### src/design/mfcr_pkg.sv
// Package for the mixed fraction compare and reduce core.
// Holds field widths, the stream item layouts and the default value width.
package mfcr_pkg;

  localparam int unsigned FIELD_W         = 16;
  localparam int unsigned VALUE_WIDTH_DEF = 16;

  // Input item, first field in the lowest bits
  typedef struct packed {
    logic [FIELD_W-1:0] denom_b;
    logic [FIELD_W-1:0] numer_b;
    logic [FIELD_W-1:0] whole_b;
    logic [FIELD_W-1:0] denom_a;
    logic [FIELD_W-1:0] numer_a;
    logic [FIELD_W-1:0] whole_a;
  } in_item_t;

  // Result item, first field in the lowest bits, zero padded to whole bytes
  typedef struct packed {
    logic [5:0]         pad;
    logic               zero_denominator;
    logic [FIELD_W-1:0] red_denom_b;
    logic [FIELD_W-1:0] red_numer_b;
    logic [FIELD_W-1:0] red_denom_a;
    logic [FIELD_W-1:0] red_numer_a;
    logic               a_greater;
  } out_item_t;

  localparam int unsigned IN_DATA_W  = $bits(in_item_t);
  localparam int unsigned OUT_DATA_W = $bits(out_item_t);
  localparam int unsigned OUT_ZD_BIT = 4 * FIELD_W + 1;

endpackage

### src/design/mfcr_mul.sv
// Bit-serial shift-add multiplier with an initial addend: prod = mcand * mplier + addend.
// One multiplier bit per cycle. Uses mfcr_pkg.
module mfcr_mul #(
  parameter int unsigned VALUE_WIDTH = mfcr_pkg::VALUE_WIDTH_DEF
) (
  input  logic                       clk_i,
  input  logic                       rst_ni,
  input  logic                       start_i,
  input  logic [2*VALUE_WIDTH-1:0]   mcand_i,
  input  logic [VALUE_WIDTH-1:0]     mplier_i,
  input  logic [2*VALUE_WIDTH-1:0]   addend_i,
  output logic                       done_o,
  output logic [3*VALUE_WIDTH-1:0]   prod_o
);
  import mfcr_pkg::*;

  localparam int unsigned PROD_W = 3 * VALUE_WIDTH;
  localparam int unsigned CNT_W  = $clog2(VALUE_WIDTH);

  logic              busy_q;
  logic              done_q;
  logic [CNT_W-1:0]  cnt_q;
  logic [PROD_W-1:0] mcand_q;
  logic [VALUE_WIDTH-1:0] mplier_q;
  logic [PROD_W-1:0] acc_q;
  logic [PROD_W-1:0] acc_d;
  logic              last;

  assign last  = (cnt_q == CNT_W'(VALUE_WIDTH - 1));
  assign acc_d = acc_q + (mplier_q[0] ? mcand_q : '0);

  always_ff @(posedge clk_i or negedge rst_ni) begin
    if (!rst_ni) begin
      busy_q <= 1'b0;
      done_q <= 1'b0;
      cnt_q  <= '0;
    end else begin
      done_q <= busy_q && last;
      if (start_i) begin
        busy_q <= 1'b1;
        cnt_q  <= '0;
      end else if (busy_q) begin
        if (last) begin
          busy_q <= 1'b0;
        end
        cnt_q <= cnt_q + CNT_W'(1);
      end
    end
  end

  always_ff @(posedge clk_i) begin
    if (start_i) begin
      mcand_q  <= PROD_W'(mcand_i);
      mplier_q <= mplier_i;
      acc_q    <= PROD_W'(addend_i);
    end else if (busy_q) begin
      acc_q    <= acc_d;
      mcand_q  <= mcand_q << 1;
      mplier_q <= mplier_q >> 1;
    end
  end

  assign done_o = done_q;
  assign prod_o = acc_q;

endmodule

### src/design/mfcr_div.sv
// Restoring divider, one quotient bit per cycle.
// Serves the Euclid modulo steps and the reducing divisions. Uses mfcr_pkg.
module mfcr_div #(
  parameter int unsigned VALUE_WIDTH = mfcr_pkg::VALUE_WIDTH_DEF
) (
  input  logic                   clk_i,
  input  logic                   rst_ni,
  input  logic                   start_i,
  input  logic [VALUE_WIDTH-1:0] dividend_i,
  input  logic [VALUE_WIDTH-1:0] divisor_i,
  output logic                   done_o,
  output logic [VALUE_WIDTH-1:0] quot_o,
  output logic [VALUE_WIDTH-1:0] rem_o
);
  import mfcr_pkg::*;

  localparam int unsigned CNT_W = $clog2(VALUE_WIDTH);

  logic                   busy_q;
  logic                   done_q;
  logic [CNT_W-1:0]       cnt_q;
  logic [VALUE_WIDTH-1:0] rem_q;
  logic [VALUE_WIDTH-1:0] quo_q;
  logic [VALUE_WIDTH-1:0] dvs_q;
  logic [VALUE_WIDTH:0]   trial;
  logic [VALUE_WIDTH:0]   diff;
  logic                   fits;
  logic                   last;

  assign last  = (cnt_q == CNT_W'(VALUE_WIDTH - 1));
  assign trial = {rem_q, quo_q[VALUE_WIDTH-1]};
  assign diff  = trial - {1'b0, dvs_q};
  assign fits  = !diff[VALUE_WIDTH];

  always_ff @(posedge clk_i or negedge rst_ni) begin
    if (!rst_ni) begin
      busy_q <= 1'b0;
      done_q <= 1'b0;
      cnt_q  <= '0;
    end else begin
      done_q <= busy_q && last;
      if (start_i) begin
        busy_q <= 1'b1;
        cnt_q  <= '0;
      end else if (busy_q) begin
        if (last) begin
          busy_q <= 1'b0;
        end
        cnt_q <= cnt_q + CNT_W'(1);
      end
    end
  end

  always_ff @(posedge clk_i) begin
    if (start_i) begin
      rem_q <= '0;
      quo_q <= dividend_i;
      dvs_q <= divisor_i;
    end else if (busy_q) begin
      rem_q <= fits ? diff[VALUE_WIDTH-1:0] : trial[VALUE_WIDTH-1:0];
      quo_q <= {quo_q[VALUE_WIDTH-2:0], fits};
    end
  end

  assign done_o = done_q;
  assign quot_o = quo_q;
  assign rem_o  = rem_q;

endmodule

### src/design/mixed_fraction_compare_reduce_core.sv
// Top level of the mixed fraction compare and reduce core: sequencer and stream ports.
// Depends on mfcr_pkg, mfcr_mul and mfcr_div.
//
// Usage: an input item on the s_axis channel carries two mixed fractions
// (whole, numerator, denominator). The block returns one result item on the
// m_axis channel: whether the first is strictly greater, both fraction parts
// reduced by their gcd, and a flag for a zero denominator (other fields zero).
// s_axis_tready_o is high only while the sequencer is idle; one item is in
// work at a time. The comparison runs four bit-serial products on the shared
// multiplier. Each fraction part with a non-zero numerator then takes (k+2)
// divisions on the shared divider, k being its number of Euclid modulo steps.
// An item with a zero denominator skips the products and goes straight to
// the result. The input is ready again once the result is loaded.
// The result sits in an output register; the next input item is accepted
// while it waits, and the sequencer holds its finished result until the
// output register frees up. Reset clears the sequencer and drops any
// pending result.
module mixed_fraction_compare_reduce_core #(
  parameter int unsigned VALUE_WIDTH = mfcr_pkg::VALUE_WIDTH_DEF
) (
  input  logic                            clk_i,
  input  logic                            rst_ni,
  input  logic                            s_axis_tvalid_i,
  output logic                            s_axis_tready_o,
  // whole_a, numer_a, denom_a, whole_b, numer_b, denom_b (16 bits each), lowest first
  input  logic [mfcr_pkg::IN_DATA_W-1:0]  s_axis_tdata_i,
  output logic                            m_axis_tvalid_o,
  input  logic                            m_axis_tready_i,
  // a_greater (1), red_numer_a, red_denom_a, red_numer_b, red_denom_b (16 each),
  // zero_denominator (1), zero padding (6), lowest first
  output logic [mfcr_pkg::OUT_DATA_W-1:0] m_axis_tdata_o
);
  import mfcr_pkg::*;

  localparam int unsigned W = VALUE_WIDTH;

  typedef enum logic [3:0] {
    ST_IDLE,
    ST_MUL_IA,
    ST_MUL_XA,
    ST_MUL_IB,
    ST_MUL_XB,
    ST_GCD_A,
    ST_DIVN_A,
    ST_DIVD_A,
    ST_GCD_B,
    ST_DIVN_B,
    ST_DIVD_B,
    ST_DONE
  } state_e;

  state_e state_q;
  logic   start_q;

  in_item_t  in_item;
  out_item_t out_q;
  logic      m_valid_q;

  logic [W-1:0]   wa_q, na_q, da_q, wb_q, nb_q, db_q;
  logic [W-1:0]   big_q, small_q;
  logic [W-1:0]   rna_q, rda_q, rnb_q, rdb_q;
  logic [3*W-1:0] xa_q;
  logic           gt_q;
  logic           zd_q;

  logic           mul_start, mul_done;
  logic [2*W-1:0] mul_mcand, mul_addend;
  logic [W-1:0]   mul_mplier;
  logic [3*W-1:0] mul_prod;

  logic           div_start, div_done;
  logic [W-1:0]   div_dividend, div_divisor, div_quot, div_rem;

  logic           s_accept;
  logic           out_free;

  assign in_item  = in_item_t'(s_axis_tdata_i);
  assign s_accept = s_axis_tvalid_i && s_axis_tready_o;
  assign out_free = !m_valid_q || m_axis_tready_i;

  // Operand selection for the shared units
  always_comb begin
    mul_start    = 1'b0;
    div_start    = 1'b0;
    mul_mcand    = '0;
    mul_mplier   = '0;
    mul_addend   = '0;
    div_dividend = big_q;
    div_divisor  = small_q;
    unique case (state_q)
      ST_MUL_IA: begin
        mul_start  = start_q;
        mul_mcand  = (2*W)'(wa_q);
        mul_mplier = da_q;
        mul_addend = (2*W)'(na_q);
      end
      ST_MUL_XA: begin
        mul_start  = start_q;
        mul_mcand  = mul_prod[2*W-1:0];
        mul_mplier = db_q;
      end
      ST_MUL_IB: begin
        mul_start  = start_q;
        mul_mcand  = (2*W)'(wb_q);
        mul_mplier = db_q;
        mul_addend = (2*W)'(nb_q);
      end
      ST_MUL_XB: begin
        mul_start  = start_q;
        mul_mcand  = mul_prod[2*W-1:0];
        mul_mplier = da_q;
      end
      ST_GCD_A, ST_GCD_B: begin
        div_start = start_q;
      end
      ST_DIVN_A: begin
        div_start    = start_q;
        div_dividend = na_q;
        div_divisor  = big_q;
      end
      ST_DIVD_A: begin
        div_start    = start_q;
        div_dividend = da_q;
        div_divisor  = big_q;
      end
      ST_DIVN_B: begin
        div_start    = start_q;
        div_dividend = nb_q;
        div_divisor  = big_q;
      end
      ST_DIVD_B: begin
        div_start    = start_q;
        div_dividend = db_q;
        div_divisor  = big_q;
      end
      ST_IDLE, ST_DONE: begin
      end
    endcase
  end

  mfcr_mul #(
    .VALUE_WIDTH(VALUE_WIDTH)
  ) u_mul (
    .clk_i   (clk_i),
    .rst_ni  (rst_ni),
    .start_i (mul_start),
    .mcand_i (mul_mcand),
    .mplier_i(mul_mplier),
    .addend_i(mul_addend),
    .done_o  (mul_done),
    .prod_o  (mul_prod)
  );

  mfcr_div #(
    .VALUE_WIDTH(VALUE_WIDTH)
  ) u_div (
    .clk_i     (clk_i),
    .rst_ni    (rst_ni),
    .start_i   (div_start),
    .dividend_i(div_dividend),
    .divisor_i (div_divisor),
    .done_o    (div_done),
    .quot_o    (div_quot),
    .rem_o     (div_rem)
  );

  always_ff @(posedge clk_i or negedge rst_ni) begin
    if (!rst_ni) begin
      state_q   <= ST_IDLE;
      start_q   <= 1'b0;
      m_valid_q <= 1'b0;
      out_q     <= '0;
      wa_q      <= '0;
      na_q      <= '0;
      da_q      <= '0;
      wb_q      <= '0;
      nb_q      <= '0;
      db_q      <= '0;
      big_q     <= '0;
      small_q   <= '0;
      rna_q     <= '0;
      rda_q     <= '0;
      rnb_q     <= '0;
      rdb_q     <= '0;
      xa_q      <= '0;
      gt_q      <= 1'b0;
      zd_q      <= 1'b0;
    end else begin
      if (state_q == ST_DONE && out_free) begin
        m_valid_q <= 1'b1;
      end else if (m_valid_q && m_axis_tready_i) begin
        m_valid_q <= 1'b0;
      end
      unique case (state_q)
        ST_IDLE: begin
          start_q <= s_accept && (W'(in_item.denom_a) != '0) &&
                     (W'(in_item.denom_b) != '0);
          if (s_accept) begin
            wa_q <= W'(in_item.whole_a);
            na_q <= W'(in_item.numer_a);
            da_q <= W'(in_item.denom_a);
            wb_q <= W'(in_item.whole_b);
            nb_q <= W'(in_item.numer_b);
            db_q <= W'(in_item.denom_b);
            gt_q  <= 1'b0;
            rna_q <= '0;
            rda_q <= '0;
            rnb_q <= '0;
            rdb_q <= '0;
            if (W'(in_item.denom_a) == '0 || W'(in_item.denom_b) == '0) begin
              zd_q    <= 1'b1;
              state_q <= ST_DONE;
            end else begin
              zd_q    <= 1'b0;
              state_q <= ST_MUL_IA;
            end
          end
        end
        ST_MUL_IA: begin
          start_q <= mul_done;
          if (mul_done) begin
            state_q <= ST_MUL_XA;
          end
        end
        ST_MUL_XA: begin
          start_q <= mul_done;
          if (mul_done) begin
            xa_q    <= mul_prod;
            state_q <= ST_MUL_IB;
          end
        end
        ST_MUL_IB: begin
          start_q <= mul_done;
          if (mul_done) begin
            state_q <= ST_MUL_XB;
          end
        end
        ST_MUL_XB: begin
          start_q <= mul_done && (na_q != '0 || nb_q != '0);
          if (mul_done) begin
            gt_q <= (xa_q > mul_prod);
            priority if (na_q != '0) begin
              big_q   <= da_q;
              small_q <= na_q;
              state_q <= ST_GCD_A;
            end else if (nb_q != '0) begin
              rna_q   <= '0;
              rda_q   <= W'(1);
              big_q   <= db_q;
              small_q <= nb_q;
              state_q <= ST_GCD_B;
            end else begin
              rna_q   <= '0;
              rda_q   <= W'(1);
              rnb_q   <= '0;
              rdb_q   <= W'(1);
              state_q <= ST_DONE;
            end
          end
        end
        ST_GCD_A, ST_GCD_B: begin
          start_q <= div_done;
          if (div_done) begin
            // big takes small each step; once the remainder is zero it holds the gcd
            big_q   <= small_q;
            small_q <= div_rem;
            if (div_rem == '0) begin
              state_q <= (state_q == ST_GCD_A) ? ST_DIVN_A : ST_DIVN_B;
            end
          end
        end
        ST_DIVN_A: begin
          start_q <= div_done;
          if (div_done) begin
            rna_q   <= div_quot;
            state_q <= ST_DIVD_A;
          end
        end
        ST_DIVD_A: begin
          start_q <= div_done && (nb_q != '0);
          if (div_done) begin
            rda_q <= div_quot;
            if (nb_q != '0) begin
              big_q   <= db_q;
              small_q <= nb_q;
              state_q <= ST_GCD_B;
            end else begin
              rnb_q   <= '0;
              rdb_q   <= W'(1);
              state_q <= ST_DONE;
            end
          end
        end
        ST_DIVN_B: begin
          start_q <= div_done;
          if (div_done) begin
            rnb_q   <= div_quot;
            state_q <= ST_DIVD_B;
          end
        end
        ST_DIVD_B: begin
          start_q <= 1'b0;
          if (div_done) begin
            rdb_q   <= div_quot;
            state_q <= ST_DONE;
          end
        end
        ST_DONE: begin
          start_q <= 1'b0;
          // hold the result until the output register frees up
          if (out_free) begin
            out_q.pad              <= '0;
            out_q.zero_denominator <= zd_q;
            out_q.a_greater        <= gt_q;
            out_q.red_numer_a      <= FIELD_W'(rna_q);
            out_q.red_denom_a      <= FIELD_W'(rda_q);
            out_q.red_numer_b      <= FIELD_W'(rnb_q);
            out_q.red_denom_b      <= FIELD_W'(rdb_q);
            state_q                <= ST_IDLE;
          end
        end
      endcase
    end
  end

  assign s_axis_tready_o = (state_q == ST_IDLE);
  assign m_axis_tvalid_o = m_valid_q;
  assign m_axis_tdata_o  = out_q;

  a_single_unit: assert property (@(posedge clk_i) disable iff (!rst_ni)
    !(mul_start && div_start))
    else $error("multiplier and divider started together");

  a_divisor_nonzero: assert property (@(posedge clk_i) disable iff (!rst_ni)
    div_start |-> (div_divisor != '0))
    else $error("divider started with a zero divisor");

  a_zero_den_clears: assert property (@(posedge clk_i) disable iff (!rst_ni)
    (m_axis_tvalid_o && m_axis_tdata_o[OUT_ZD_BIT]) |->
      (m_axis_tdata_o[OUT_ZD_BIT-1:0] == '0))
    else $error("zero denominator result carries nonzero fields");

  a_busy_after_accept: assert property (@(posedge clk_i) disable iff (!rst_ni)
    s_accept |=> !s_axis_tready_o)
    else $error("ready stayed high after an item was accepted");

  a_mul_done_state: assert property (@(posedge clk_i) disable iff (!rst_ni)
    mul_done |-> (state_q == ST_MUL_IA || state_q == ST_MUL_XA ||
                  state_q == ST_MUL_IB || state_q == ST_MUL_XB))
    else $error("multiplier finished outside a product step");

endmodule
### config.mk
export PLATFORM = sky130hd
export DESIGN_NAME = mixed_fraction_compare_reduce_core
export DESIGN_NICKNAME = d
export VERILOG_FILES = /design/src/design/mfcr_pkg.sv /design/src/design/mfcr_mul.sv /design/src/design/mfcr_div.sv /design/src/design/mixed_fraction_compare_reduce_core.sv
export SDC_FILE = /design/constraint.sdc
export NUM_CORES = 1
export LEC_CHECK = 0
export ABC_AREA = 1
export BUFFER_PORTS_ARGS = -buffer_cell sky130_fd_sc_hd__buf_2
export CORE_ASPECT_RATIO = 1.4
export CORE_MARGIN = 3
export CORE_UTILIZATION = 53
export DETAILED_ROUTE_END_ITERATION = 7
export GPL_TIMING_DRIVEN = 0
export PLACE_DENSITY_LB_ADDON = 0.15
export REMOVE_ABC_BUFFERS = 1
export SYNTH_ARGS = -nofsm -noshare
export SYNTH_HDL_FRONTEND = slang
export SYNTH_SLANG_ARGS = --single-unit
### constraint.sdc
create_clock -name clk_i -period 5.3 [get_ports clk_i]
set_clock_uncertainty 0.1 [all_clocks]
set_input_delay 1.06 -clock clk_i [delete_from_list [all_inputs] [get_ports clk_i]]
set_output_delay 1.06 -clock clk_i [all_outputs]
set_load 0.02 [all_outputs]
==> metrics.txt, run 1 <==
worst setup margin=around 0.47 ns; worst-skew pair later-pin latency=0.61 ns; Nets=3912; Largest stage delay, worst path=1.00 ns; Fillers=4742; Chip Height=approximately 270 µm; Post-CTS Setup Repair Bufs=0; Routed Antenna Nets=0; Via density=5.43; Mapped Area=0.0272 mm²; wire per inst=18.2 µm; via count=23771; die area=0.0540 mm²; sequential area share after synthesis=0.460; CORE AREA=0.0504 mm²; routed wire length=79.5 mm; number of flops mapped to enable cells by yosys=about 110; worst path arrival time=5.16 ns; number of synthesized register bits=486; minimum clock period=4.83 ns; Synth area leaders=dfrtp_1 (30%), nand2_1 (15%), edfxtp_1 (12%); Synth top area share=0.300; max_cap viols=0; GRT Overall Usage=0.292; yosys warns=0; Yosys cell types=46; Fmax achieved=207 MHz; WHS=0.260 ns; Main synth FF type=dfrtp_1; CTS Root Cell=clkbuf_16; Syn-to-layout area delta=11.5%; CP top delay family=simple AND/OR/NAND/NOR gates; Slew Viols, Final=0; relative slew slack=0.0816; DRT Pass-1 Iters=6; critical-path cell list=inv_1, ha_1, inv_2, nor2_4, inv_2, nand2_2, nor2_1, nor3_4, inv_2, a21oi_4, o21ai_0; startpoint types=flop; total leakage power=15.5 nW; initial drt markers=1663; H-tree depth=2; most frequent CP cell=inv_2; Tcrit/Tclk final=0.911; Resized cells post-CTS=0; Hold Crit Class=input pin to asynchronous set/reset pin; Pwr Density=613 mW/mm²; Setup CP Type=flop to flop; WP data required=5.63 ns; Initial Util=0.539; layout cells sized above 1=0.0847; CTS Buf Count=just under 50; # setup viols final=0; Final Hold Vio Count=0; row count=97; # IOs=174; status=finished, final reports clean; CP Buf/Inv Count=4; pin count of the biggest net entering global routing=102; CTS Hold Bufs=0; vias in the first global route=22921; gp weighted congestion=approximately 0.97; largest area contributor in the netlist=dfrtp_1; first-pass GRT wire length=124 mm; RSZ-0062 raised after global routing=no; clock buffer depth=3; DP HPWL=58.5 mm; Crit Path Max Fanout=33; Num Clock Sinks=approximately 500; Max stage delay cell, worst path=nor3_4; Port Buffers=167; Gate Count Post-Synth=3596; syn avg cell area=7.55 µm²; placement-stage worst setup slack=0.626 ns; CTS tree=done; Peak VDD IR=about 0.00033 V; die width=just under 200 µm; setup TNS=0 ns; antenna violations before repair=2; asr flop ratio synth=0.671; Worst-Margin Slew=1.38 ns; grt ovf=0; Worst-path clk slew=0.06 ns; Crit. End Element=flop; DRC viols=0
## final timing paths
kind | start | end | slack (ns) | depth (start not counted)
max | state_q[3] | small_q[0] | 0.47 | 11
min | rst_ni | xa_q[34] | 0.26 | 1
max reg2reg | state_q[3] | small_q[0] | 0.47 | 11
min reg2reg | wa_q[4] | wa_q[4] | 0.37 | 2
max in group asynchronous | rst_ni | na_q[8] | 4.00 | 2
min in group clk_i | wa_q[4] | wa_q[4] | 0.37 | 2
## flip-flops by register name, summed over array words and instances (netlist names), 48 cells and up
| name | flops |
|---|---|
| u_mul.prod_o | 48 |
| u_mul.mcand_q | 48 |
| xa_q | 48 |
| m_axis_tdata_o | 66 |
## cell usage in the layout (no fill, tap or decap), types with 25 or more instances in the layout
master        n
o22ai_1      47
o21ai_1      36
a221oi_1     30
edfxtp_1    112
ha_1        116
nand4_1      25
dfxtp_1      48
nor2_1      236
inv_1       546
buf_2       166
dfrtp_1     326
nand3_1     158
a21oi_1     168
clkbuf_16    50
nand2_1    1094
o21ai_0     342
## synthesized netlist by cell type (all sizes together), types with 3 or more instances
cell,count
a21oi,169
a221oi,30
o22ai,47
clkbuf,73
inv,558
buf,70
nand3,161
a31oi,17
nor2,244
nor3,18
dfxtp,48
xnor2,9
nand3b,3
nand4,25
nor4,6
edfxtp,112
ha,116
dfrtp,326
a22oi,19
mux2,17
nand2,1104
o21ai,379
xor2,22
o21a,4
o21bai,6
a21o,3
## metal layers
metal / track usage / share of wire / vias to the layer above
met5: 0 / 0.00016 / -
met4: 0.135 / 0.051 / 2
met3: 0.0347 / 0.047 / 177
met2: 0.531 / 0.51 / 675
met1: 0.343 / 0.39 / 11198
li1: - / - / 11719
## kinds of logic (layout without fill, tap and decap cells)
| logic type | count (synthesis) | after routing | share of synthesized area |
|---|---|---|---|
| and+or+nand+nor | 1565 | 1565 | 0.231 |
| buffers and inverters | 701 | 832 | 0.101 |
| AOI/OAI and AO/OA | 677 | 677 | 0.136 |
| DFF | 486 | 486 | 0.460 |
| adders and majority gates | 118 | 118 | 0.0549 |
| xor gates and xnor gates | 31 | 31 | 0.0100 |
| muxes | 17 | 17 | 0.00705 |
| other | 1 | 8 | 0.000138 |
## where the power goes
part           switching (mW)  leakage (nW)  internal (mW)
registers               0.971          5.77           5.43
clock network            1.52         0.792           2.04
logic                    5.96          8.92           2.67
total                    8.45          15.5           10.1
## metrics by stage
step	instance area [µm²]	util	std cells	total power [mW]
global placement	28200	0.559	4268	14.7
CTS	30300	0.601	4375	18.6
detailed placement	28700	0.569	4286	15.0
floorplan	26500	-	3458	12.0
finish	30300	0.601	4377	18.6
global route	30300	0.601	4375	20.0
## area by class of cell
class / instances / area (µm²) / area share
clock inverters: 18 / 220 / 0.00727
flip-flops and latches: 486 / 12500 / 0.412
well taps: 643 / 805 / 0.0266
clock buffers: 71 / 1400 / 0.0462
repair buffers: 185 / 1290 / 0.0425
multi-input cells: 2414 / 12000 / 0.396
inverters: 558 / 2090 / 0.0691
diodes: 2 / 5.00 / 0.000165
Power figures use the tool's default switching activity.
==> run 2, diff against run 1 <==
--- a/config.mk
+++ b/config.mk
@@ -5,7 +5,6 @@
 export SDC_FILE = /design/constraint.sdc
 export NUM_CORES = 1
 export LEC_CHECK = 0
-export ABC_AREA = 1
 export BUFFER_PORTS_ARGS = -buffer_cell sky130_fd_sc_hd__buf_2
 export CORE_ASPECT_RATIO = 1.4
 export CORE_MARGIN = 3
==> run 2 against run 1 <==
  * Sequential power is 10% higher
  * Largest power group unchanged
  * Highest routed layer is now met4
  * First-iteration DRC count is 8.1% higher
  * Critical path type unchanged
  * Register-to-register slack improved by 0.15 ns
  * Power decreased by 0.85%
  * Non-clock buffer count is 10 higher
  * Largest cell class unchanged
==> metrics.txt, run 2 <==
status=finished, final reports clean; Reg power frac=0.383 (+0.039); Fmax achieved=214 MHz (+3.2%); Sw Share=0.426 (-0.0291); startpoint types=flop; Peak VDD IR=0.000324 V (-2.2%); WP data required=5.66 ns (+0.03 ns); Nets=2995 (-23%); # IOs=174 (unchanged); wire per inst=20.4 µm (+12%); Mapped Area=0.0251 mm² (-7.7%); first-pass GRT wire length=111 mm (-11%); DP HPWL=49.3 mm (-16%); Resized cells post-CTS=0 (unchanged); Pwr Density=651 mW/mm² (+6.2%); Syn-to-layout area delta=12.8%; asr flop ratio synth=0.671 (unchanged); Synth top area share=0.325 (+0.0250); placement-stage worst setup slack=0.760 ns (+0.134 ns); Main synth FF type=dfrtp_1; Hold Crit Class=input pin to asynchronous set/reset pin; DRT Pass-1 Iters=8 (+2); Chip Height=263 µm (-3.8%); worst setup margin=0.621 ns (+0.149 ns); max reg flops=66 (unchanged); die area=0.0500 mm² (-7.5%); Yosys cell types=70 (+52%); GRT Overall Usage=0.277 (-0.0153); worst path arrival time=5.04 ns (-0.12 ns); routed wire length=70.0 mm (-12%); number of synthesized register bits=486 (unchanged); syn avg cell area=9.32 µm² (+23%); Synth area leaders=dfrtp_1 (33%), edfxtp_1 (13%), nand2_1 (9.0%); Pint=10.6 mW (+4.4%); Post-CTS Setup Repair Bufs=0 (unchanged); Tot Pwr=18.4 mW (-0.85%); largest area contributor in the netlist=dfrtp_1; worst-skew pair later-pin latency=0.57 ns (-0.04 ns); Via density=6.00 (+11%); Slew Viols, Final=0 (unchanged); most common cell after layout, fill and taps aside=nand2_1; yosys warns=0 (unchanged); H-tree depth=2 (unchanged); CORE AREA=0.0464 mm² (-7.8%); layout cells sized above 1=0.133 (+0.0485); pin count of the biggest net entering global routing=99 (-2.9%); Crit Path Max Fanout=32 (-3.0%); gp weighted congestion=0.934 (-3.2%); total leakage power=13.4 nW (-13%); Tcrit/Tclk final=0.883 (-0.0281); most frequent cells in the layout=nand2_1 (602), dfrtp_1 (325), o21ai_0 (211); CTS Buf Count=46 (-6.1%); Crit. End Element=flop; clock power share=0.184 (-0.007); # setup viols final=0 (unchanged); initial drt markers=1798 (+8.1%); RSZ-0062 raised after global routing=no; number of flops mapped to enable cells by yosys=112 (unchanged); Routed Antenna Nets=0 (unchanged); Setup CP Type=flop to flop; Num Clock Sinks=486 (unchanged); via count=20600 (-13%); sw power=7.84 mW (-7.2%); row count=93 (-4.1%); WHS=0.295 ns (+0.0352 ns); relative slew slack=0.147 (+0.0655); CTS Hold Bufs=0 (unchanged); minimum clock period=4.68 ns (-0.149 ns); Gate Count Post-Synth=2690 (-25%); Antenna Diode Count=0 (-2); DRC viols=0 (unchanged); grt ovf=0 (unchanged); max_cap viols=0 (unchanged); most frequent cells after synthesis=nand2_1 (604), dfrtp_1 (326), o21ai_0 (213); die width=190 µm (-3.8%); Port Buffers=167 (unchanged); vias in the first global route=20451 (-11%); antenna violations before repair=0 (-2); Final Hold Vio Count=0 (unchanged); clock buffer depth=3 (unchanged); CTS Root Cell=clkbuf_16; Worst-Margin Slew=1.28 ns (-0.0982 ns); sequential area share after synthesis=0.498 (+0.0383); CTS tree=done; Worst-path clk slew=0.07 ns (about the same); Initial Util=0.540 (+0.000717); most numerous cell in the Yosys netlist=nand2_1; Logic pwr share=0.433 (-0.031)
-- run 2: power by group through the flow --
| stage | logic, mW | clock network, mW | registers, mW |
|---|---|---|---|
| floorplan | 5.46 | 0 | 6.67 |
| global placement | 7.40 | 0 | 7.10 |
| detailed placement | 7.87 | 0 | 7.08 |
| CTS | 7.94 | 3.45 | 7.02 |
| global route | 8.91 | 3.59 | 7.21 |
| finish | 7.98 | 3.39 | 7.05 |
-- run 2: through the flow --
stage                     utilization  area, µm²  setup TNS, ns  cells
final                           0.609      28300              0   3432
after global routing            0.609      28300              0   3432
after CTS                       0.609      28300              0   3432
after detailed placement        0.576      26700              0   3346
after global placement          0.561      26100       -1517.39   3318
after floorplan                     -      24500              0   2534
-- run 2: path summary, 6_finish.rpt --
| kind | from | endpoint | slack (ns) | depth (start not counted) |
|---|---|---|---|---|
| max | u_mul.mplier_q[0] | u_mul.prod_o[46] | 0.62 | 14 |
| max reg2reg | u_mul.mplier_q[0] | u_mul.prod_o[46] | 0.62 | 14 |
| max in group asynchronous | rst_ni | xa_q[18] | 3.08 | 4 |
| min in group clk_i | rda_q[8] | rda_q[8] | 0.36 | 2 |
| min | rst_ni | m_axis_tdata_o[11] | 0.29 | 1 |
| min reg2reg | rda_q[8] | rda_q[8] | 0.36 | 2 |
-- run 2: per-layer routing --
layer,share of wire,global-route usage,wire (µm)
met1,0.39,0.344,27600
met2,0.50,0.484,35200
met3,0.058,0.0349,4060
met4,0.046,0.116,3200
met5,0,0,0
-- run 2: layout make-up --
| cell class | count | area, µm² |
|---|---|---|
| inverters | 126 | 475 |
| clock buffers | 65 | 1360 |
| fillers | 4041 | 18100 |
| multi-input cells | 1922 | 11600 |
| clock inverters | 21 | 191 |
| flip-flops and latches | 486 | 12500 |
| well taps | 617 | 772 |
| repair buffers | 195 | 1380 |
-- run 2: worst max-delay path: stages (launching register included) --
cell and delay [ns]:
edfxtp_1 0.72, buf_16 0.30, and2_1 0.15, ha_1 0.20, fa_1 0.44, a211oi_1 0.37
o21bai_1 0.15, a311o_1 0.46, o21a_1 0.24, a21bo_2 0.26, a311oi_2 0.47, nor2_1 0.14
a21o_1 0.21, a211oi_1 0.25, nor3b_1 0.08
-- run 2: kinds of logic after synthesis --
family | count (synthesis) | synth area share
buffers and inverters | 287 | 0.0440
muxes | 104 | 0.0449
DFF | 486 | 0.498
adders and majority gates | 118 | 0.0595
xor gates and xnor gates | 58 | 0.0203
AOI/OAI and AO/OA | 593 | 0.153
and+or+nand+nor | 1043 | 0.180
other | 1 | 0.000150
